==> src/hw/rtl/atr_pkg.sv <==
// ----------------------------------------------------------------------------
// atr_pkg
// Shared types and constants for the average true range block.
// ----------------------------------------------------------------------------
package atr_pkg;

  localparam int PRICE_W      = 32;
  localparam int PERIOD_W     = 7;
  localparam int PERIOD_RESET = 14;

  typedef enum logic [2:0] {
    S_IDLE,
    S_DIFF,
    S_MAX,
    S_SUM,
    S_START,
    S_DIV,
    S_OUT
  } atr_state_e;

endpackage

==> src/hw/rtl/average_true_range.sv <==
// ----------------------------------------------------------------------------
// average_true_range
// Steps: the first bar of a series goes straight to S_OUT; any other bar passes
// S_DIFF, S_MAX and S_SUM, and for a valid average then S_START and S_DIV to S_OUT.
// A new bar is taken only in S_IDLE, once the last result is loaded into the output
// register; the bit-serial divider and a stalled sink both hold off the next bar.
// Reset: async, active low; period 14, no previous close, empty window.
// ----------------------------------------------------------------------------
module average_true_range #(
  parameter int MAX_PERIOD = 64
) (
  input  logic                          clk_i,
  input  logic                          rst_ni,
  // configuration: averaging_period
  input  logic                          cfg_valid_i,
  output logic                          cfg_ready_o,
  input  logic [atr_pkg::PERIOD_W-1:0]  cfg_data_i,
  // bars in
  input  logic                          s_axis_tvalid,
  output logic                          s_axis_tready,
  input  logic [3*atr_pkg::PRICE_W-1:0] s_axis_tdata,  // bar_high, bar_low, bar_close
  input  logic                          s_axis_tuser,  // new_series
  // averages out
  output logic                          m_axis_tvalid,
  input  logic                          m_axis_tready,
  output logic [atr_pkg::PRICE_W-1:0]   m_axis_tdata,  // range_average
  output logic                          m_axis_tuser   // average_valid
);
  import atr_pkg::*;

  localparam int IW = (MAX_PERIOD > 1) ? $clog2(MAX_PERIOD) : 1;
  localparam int PW = $clog2(MAX_PERIOD + 1);
  localparam int SW = PRICE_W + PW;

  atr_state_e state_q, state_d;

  logic [PERIOD_W-1:0] period_q;
  logic [PW-1:0]       p_eff;
  logic [PRICE_W-1:0]  high_q, low_q, close_q, prev_close_q;
  logic                have_prev_q;
  logic [PRICE_W-1:0]  hl_q, dh_q, dl_q, tr_q, rd_q;
  logic [IW-1:0]       wr_idx_q;
  logic [PW-1:0]       seen_q;
  logic [SW-1:0]       sum_q;
  logic                evict_q;
  logic [PRICE_W-1:0]  res_avg_q;
  logic                res_ok_q;
  logic                m_valid_q;
  logic [PRICE_W-1:0]  m_data_q;
  logic                m_user_q;

  logic [PRICE_W-1:0]  ring_mem [MAX_PERIOD];

  logic                in_acc, cfg_acc, first_bar, out_load, avg_ok;
  logic [PW-1:0]       w_ext, old_ext;
  logic [IW-1:0]       old_idx;
  logic [PRICE_W-1:0]  tr_a;
  logic                div_start;
  logic                div_done;
  logic [PRICE_W-1:0]  quotient;

  // effective period: zero acts as one, clamp to the ring depth
  always_comb begin
    if (period_q == '0) begin
      p_eff = PW'(1);
    end else if (int'(period_q) > MAX_PERIOD) begin
      p_eff = PW'(MAX_PERIOD);
    end else begin
      p_eff = PW'(period_q);
    end
  end

  always_comb begin
    w_ext = PW'(wr_idx_q);
    if (w_ext >= p_eff) begin
      old_ext = w_ext - p_eff;
    end else begin
      old_ext = w_ext + PW'(MAX_PERIOD) - p_eff;
    end
    old_idx = old_ext[IW-1:0];
  end

  assign tr_a      = (dh_q > hl_q) ? dh_q : hl_q;
  assign first_bar = s_axis_tuser || !have_prev_q;
  assign avg_ok    = evict_q || ((seen_q + PW'(1)) >= p_eff);

  // next state
  always_comb begin
    state_d = state_q;
    unique case (state_q)
      S_IDLE:  if (in_acc) state_d = first_bar ? S_OUT : S_DIFF;
      S_DIFF:  state_d = S_MAX;
      S_MAX:   state_d = S_SUM;
      S_SUM:   state_d = avg_ok ? S_START : S_OUT;
      S_START: state_d = S_DIV;
      S_DIV:   if (div_done) state_d = S_OUT;
      S_OUT:   if (out_load) state_d = S_IDLE;
      default: state_d = S_IDLE;
    endcase
  end

  // control outputs
  always_comb begin
    s_axis_tready = 1'b0;
    cfg_ready_o   = 1'b0;
    div_start     = 1'b0;
    out_load      = 1'b0;
    unique case (state_q)
      S_IDLE: begin
        s_axis_tready = 1'b1;
        cfg_ready_o   = 1'b1;
      end
      S_START: div_start = 1'b1;
      S_OUT:   out_load = !m_valid_q || m_axis_tready;
      default: ;
    endcase
  end

  assign in_acc  = s_axis_tvalid && s_axis_tready;
  assign cfg_acc = cfg_valid_i && cfg_ready_o;

  atr_div #(
    .DIVIDEND_W (SW),
    .DIVISOR_W  (PW)
  ) u_div (
    .clk_i      (clk_i),
    .rst_ni     (rst_ni),
    .start_i    (div_start),
    .dividend_i (sum_q),
    .divisor_i  (p_eff),
    .done_o     (div_done),
    .quotient_o (quotient)
  );

  always_ff @(posedge clk_i or negedge rst_ni) begin
    if (!rst_ni) begin
      state_q      <= S_IDLE;
      period_q     <= PERIOD_W'(PERIOD_RESET);
      have_prev_q  <= 1'b0;
      prev_close_q <= '0;
      wr_idx_q     <= '0;
      seen_q       <= '0;
      sum_q        <= '0;
      m_valid_q    <= 1'b0;
    end else begin
      state_q <= state_d;
      if (out_load) begin
        m_valid_q <= 1'b1;
      end else if (m_valid_q && m_axis_tready) begin
        m_valid_q <= 1'b0;
      end

      if (cfg_acc) period_q <= cfg_data_i;

      if (cfg_acc || (in_acc && first_bar)) begin
        wr_idx_q <= '0;
        seen_q   <= '0;
        sum_q    <= '0;
      end

      if (in_acc && first_bar) begin
        have_prev_q  <= 1'b1;
        prev_close_q <= s_axis_tdata[3*PRICE_W-1:2*PRICE_W];
      end

      unique case (state_q)
        S_DIFF: prev_close_q <= close_q;
        S_MAX:  if (evict_q) sum_q <= sum_q - SW'(rd_q);
        S_SUM: begin
          sum_q    <= sum_q + SW'(tr_q);
          wr_idx_q <= (wr_idx_q == IW'(MAX_PERIOD - 1)) ? '0 : wr_idx_q + IW'(1);
          if (!evict_q) seen_q <= seen_q + PW'(1);
        end
        default: ;
      endcase
    end
  end

  // datapath registers
  always_ff @(posedge clk_i) begin
    if (in_acc) begin
      high_q    <= s_axis_tdata[PRICE_W-1:0];
      low_q     <= s_axis_tdata[2*PRICE_W-1:PRICE_W];
      close_q   <= s_axis_tdata[3*PRICE_W-1:2*PRICE_W];
      res_avg_q <= '0;
      res_ok_q  <= 1'b0;
    end
    if (state_q == S_DIFF) begin
      hl_q    <= (high_q >= low_q) ? high_q - low_q : '0;
      dh_q    <= (high_q >= prev_close_q) ? high_q - prev_close_q : prev_close_q - high_q;
      dl_q    <= (low_q >= prev_close_q) ? low_q - prev_close_q : prev_close_q - low_q;
      evict_q <= (seen_q >= p_eff);
    end
    if (state_q == S_MAX) begin
      tr_q <= (dl_q > tr_a) ? dl_q : tr_a;
    end
    if (state_q == S_DIV && div_done) begin
      res_avg_q <= quotient;
      res_ok_q  <= 1'b1;
    end
    if (out_load) begin
      m_data_q <= res_avg_q;
      m_user_q <= res_ok_q;
    end
  end

  // true-range ring: oldest entry read in S_DIFF, newest written in S_SUM
  always_ff @(posedge clk_i) begin
    if (state_q == S_DIFF) begin
      rd_q <= ring_mem[old_idx];
    end
    if (state_q == S_SUM) begin
      ring_mem[wr_idx_q] <= tr_q;
    end
  end

  assign m_axis_tvalid = m_valid_q;
  assign m_axis_tdata  = m_data_q;
  assign m_axis_tuser  = m_user_q;

endmodule

==> src/hw/rtl/atr_div.sv <==
// ----------------------------------------------------------------------------
// atr_div
// Bit-serial restoring divider: one quotient bit per cycle, MSB first.
// ----------------------------------------------------------------------------
module atr_div #(
  parameter int DIVIDEND_W = 39,
  parameter int DIVISOR_W  = 7
) (
  input  logic                     clk_i,
  input  logic                     rst_ni,
  input  logic                     start_i,
  input  logic [DIVIDEND_W-1:0]    dividend_i,
  input  logic [DIVISOR_W-1:0]     divisor_i,
  output logic                     done_o,
  output logic [atr_pkg::PRICE_W-1:0] quotient_o
);
  import atr_pkg::*;

  localparam int CW = (DIVIDEND_W > 1) ? $clog2(DIVIDEND_W) : 1;

  logic                  busy_q;
  logic                  done_q;
  logic [CW-1:0]         count_q;
  logic [DIVIDEND_W-1:0] dvd_q;      // dividend bits out the top, quotient bits in the bottom
  logic [DIVISOR_W-1:0]  dsr_q;
  logic [DIVISOR_W-1:0]  rem_q;
  logic [DIVISOR_W:0]    trial;
  logic [DIVISOR_W:0]    diff;
  logic                  qbit;

  always_comb begin
    trial = {rem_q, dvd_q[DIVIDEND_W-1]};
    diff  = trial - {1'b0, dsr_q};
    qbit  = (trial >= {1'b0, dsr_q});
  end

  always_ff @(posedge clk_i or negedge rst_ni) begin
    if (!rst_ni) begin
      busy_q  <= 1'b0;
      done_q  <= 1'b0;
      count_q <= '0;
    end else begin
      done_q <= 1'b0;
      if (start_i) begin
        busy_q  <= 1'b1;
        count_q <= '0;
      end else if (busy_q) begin
        if (count_q == CW'(DIVIDEND_W - 1)) begin
          busy_q <= 1'b0;
          done_q <= 1'b1;
        end else begin
          count_q <= count_q + CW'(1);
        end
      end
    end
  end

  always_ff @(posedge clk_i) begin
    if (start_i) begin
      dvd_q <= dividend_i;
      dsr_q <= divisor_i;
      rem_q <= '0;
    end else if (busy_q) begin
      rem_q <= qbit ? diff[DIVISOR_W-1:0] : trial[DIVISOR_W-1:0];
      dvd_q <= {dvd_q[DIVIDEND_W-2:0], qbit};
    end
  end

  assign done_o     = done_q;
  assign quotient_o = dvd_q[PRICE_W-1:0];

endmodule
==> config.mk <==
export PLATFORM = sky130hd
export DESIGN_NAME = average_true_range
export DESIGN_NICKNAME = d
export VERILOG_FILES = /design/src/hw/rtl/atr_pkg.sv /design/src/hw/rtl/average_true_range.sv /design/src/hw/rtl/atr_div.sv
export SDC_FILE = /design/constraint.sdc
export NUM_CORES = 2
export LEC_CHECK = 0
export CAP_MARGIN = 30
export CORE_MARGIN = 4
export CORE_UTILIZATION = 35
export DETAILED_ROUTE_END_ITERATION = 16
export DONT_BUFFER_PORTS = 1
export MAX_ROUTING_LAYER = met4
export PLACE_DENSITY = 0.52
export SYNTH_ARGS = -nofsm -noshare
export SYNTH_HDL_FRONTEND = slang
export SYNTH_SLANG_ARGS = --single-unit
export TNS_END_PERCENT = 100
==> constraint.sdc <==
create_clock -name clk_i -period 6.1 [get_ports clk_i]
set_clock_uncertainty 0.05 [all_clocks]
set_input_delay 0.61 -clock clk_i [delete_from_list [all_inputs] [get_ports clk_i]]
set_output_delay 0.61 -clock clk_i [all_outputs]
set_load 0.01 [all_outputs]
==> key figures <==
CTS
  • Post-CTS setup buffer count: 0
  • CTS tree: built
  • Skew-Pair Late Insertion Delay: slightly above 0.9 ns
  • Clock sink total: about 2500
  • Worst-path clk slew: approximately 0.06 ns
  • Htree depth: 5
  • Cts bufs inserted: between 200 and 300
  • CTS Buffer Depth: 4
  • Root buffer cell: clkbuf_16

Drt
  • 1st-iter DRT viols: 6590
  • Final wirelength: just over 300000 µm
  • # DRC: 0
  • Routed len/inst: approximately 28 µm
  • Via density: 5.44
  • Via count: slightly below 60000
  • DRT antenna net count: 0
  • DR pass1 iterations: 5

Global route
  • First-pass GRT wire length: 444000 µm
  • Vias in the first global route: 60638
  • Total Routing Usage GR: between 10% and 20%
  • Initial antenna violation count: 24
  • Total grt overflow: 0
  • Largest net degree at the start of global routing: 130

Floorplanning
  • Die height: 568 µm
  • Die area: 323000 µm²
  • Starting Density: between 30% and 40%
  • Core ar.: approximately 310000 µm²
  • I/O pin count: roughly 150
  • Core Rows: between 200 and 250
  • Die W: 568 µm

Yosys
  • EDFF count, synth: 2416
  • Avg Synthesized Cell Area: 17.6 µm²
  • Yosys cell types: 96
  • Synth warn: 0
  • Gate Count Post-Synth: 6232
  • Ys async rst share: under 10%
  • Synth Register Bits: about 2500
  • Most used DFF post-synth: edfxtp_1
  • Register area share after synthesis: around two thirds
  • Post-Syn Nets: between 6000 and 7000
  • Mapped cell area: between 100000 and 150000 µm²

Flow run
  • Maxcap violations: 0

Final layout
  • Commonest cells after routing, fill and taps aside: edfxtp_1, mux4_2, ha_1, a21oi_1, clkbuf_16
  • Area growth syn-to-layout: 15.5%
  • Post-route core utilization: about two fifths
  • Share of cells above drive strength 1: a little over a fifth
  • Final net count: between 7000 and 8000
  • Register area: approximately 75000 µm²
  • Top Registers: ring_mem x2048, sum_q x39, u_div.dvd_q x39
  • Fillers: 27834
  • Multi-input combinational cell area: roughly 33000 µm²
  • Final Non-Filler Cells: between 10000 and 15000
  • Most common cell after layout, fill and taps aside: edfxtp_1
  • Biggest register: ring_mem
  • Flip-flop count of the largest register after layout: 2048

Timing
  • Period utilization: about nine tenths
  • Hold Vio Cnt, Final: 0
  • Final setup violation count: 0
  • Setup ws final: about 0.64 ns
  • Setup Total Neg Slack: 0 ns
  • Unrepaired setup endpoints after global routing: false
  • FMAX: between 0.15 and 0.2 GHz
  • Min cycle time layout: between 5 and 6 ns
  • Slew @ Worst Pin: between 1 and 1.5 ns
  • Rel. slew slack: around a quarter
  • Slew Viols, Final: 0

Setup path
  • Setup CP Type: register to register
  • WP data arrival: around 6 ns
  • Worst setup SP type: register
  • CP Capture Type: register
  • Worst Path Required: between 6 and 7 ns
  • CP Max Fanout: 9

Place
  • Total instance count after detailed placement: between 10000 and 15000
  • Port Buf Inserts: 0
  • Routability cong.: 0.873
  • Pre-CTS WS: 0.631 ns
  • Post-DP HPWL: 194000 µm

Power and ir drop
  • Cell Pwr Density: 627 nW/µm²
  • Lkg Pwr: about 0.043 µW
  • Power, Total: about 80000 µW
  • Maximum vdd drop: approximately 0.67 mV

Run status
  • Outcome: finished clean

Min path
  • Hold Path Class: input pin to register
## metal layers
metal  track usage, %  vias up  wire [µm]
met5                -        -          0
met4             4.34        0       6620
met3             2.23      411      16800
met2             31.5     1880     153000
met1             26.2    31533     133000
li1                 -    25759          -
## critical path, stage by stage, from the launching register on
cell      delay, ns
edfxtp_1       0.40
ha_1           0.31
and3_1         0.15
nand3_1        0.09
or3_1          0.40
o221ai_1       0.31
a21o_1         0.17
o21ai_0        0.14
a21oi_4        0.32
buf_4          0.28
mux2i_1        0.32
ha_1           0.30
nor2b_1        0.13
o21a_1         0.16
o21a_1         0.16
o21ai_0        0.16
a21oi_1        0.09
o21ai_0        0.18
buf_4          0.16
a21oi_1        0.11
o41ai_4        0.26
buf_4          0.23
mux2_2         0.34
## layout make-up
class                   count  area share (%)
inverters                 267           0.792
well taps                4140            4.08
clock inverters           159            1.20
flip-flops and latches   2528            59.3
multi-input cells        3146            26.0
diodes                      9          0.0177
clock buffers             338            5.81
repair buffers            362            2.78
## synth_stat cells (all sizes together), types with 62 or more instances
master	number	share of area [%]
buf	120	0.53
xor2	77	0.61
nor2	229	0.78
dfrtp	101	2.3
xnor2	81	0.65
a211oi	62	0.43
clkbuf	171	0.59
o21ai	214	0.98
a21o	132	0.90
ha	316	3.6
edfxtp	2416	66
a21oi	303	1.4
mux2i	155	1.4
nor2b	70	0.40
mux4	640	13
inv	266	0.91
nand2	216	0.74
## worst paths after layout
check                                       startpoint                           end  slack [ns]  depth (start not counted)
min reg2reg                res_avg_q[30]$_SDFFCE_PN0P_    m_axis_tdata[30]$_DFFE_PP_        0.35                          0
min                                        cfg_valid_i       wr_idx_q[4]$_DFFE_PN0P_        0.06                          3
max                                 dh_q[10]$_DFFE_PP_             tr_q[0]$_DFFE_PP_        0.64                         22
max reg2reg                         dh_q[10]$_DFFE_PP_             tr_q[0]$_DFFE_PP_        0.64                         22
max in group asynchronous                       rst_ni  prev_close_q[15]$_DFFE_PN0P_        5.14                          2
min in group asynchronous                       rst_ni           sum_q[34]$_DFF_PN0_        0.31                          2
## logic make-up after synthesis
group / share of synthesized area, %
buffers and inverters: 2.03
xor gates and xnor gates: 1.26
adders and majority gates: 3.76
DFF: 68.5
AOI/OAI and AO/OA: 5.58
muxes: 15.0
and+or+nand+nor: 3.80
## report_power, final
part	switching [µW]	internal [µW]	total, µW
clock	6910	9610	16500
combinational	22500	17000	39600
sequential	1270	22200	23500
total	30700	48900	79600
## through the flow
stage | cell area [µm²] | hold WS, ns
final | 127000 | 0.0629
after global routing | 127000 | 0.0797
after CTS | 127000 | 0.00332
after detailed placement | 117000 | 0.273
after global placement | 117000 | 0.271
after floorplan | 110000 | 0.264
## what timing repair did
action                    in CTS  in global routing
hold buffers                 107                  0
hold endpoints to repair     244                  0
gates resized for setup        0                  0
Power figures use the tool's default switching activity.
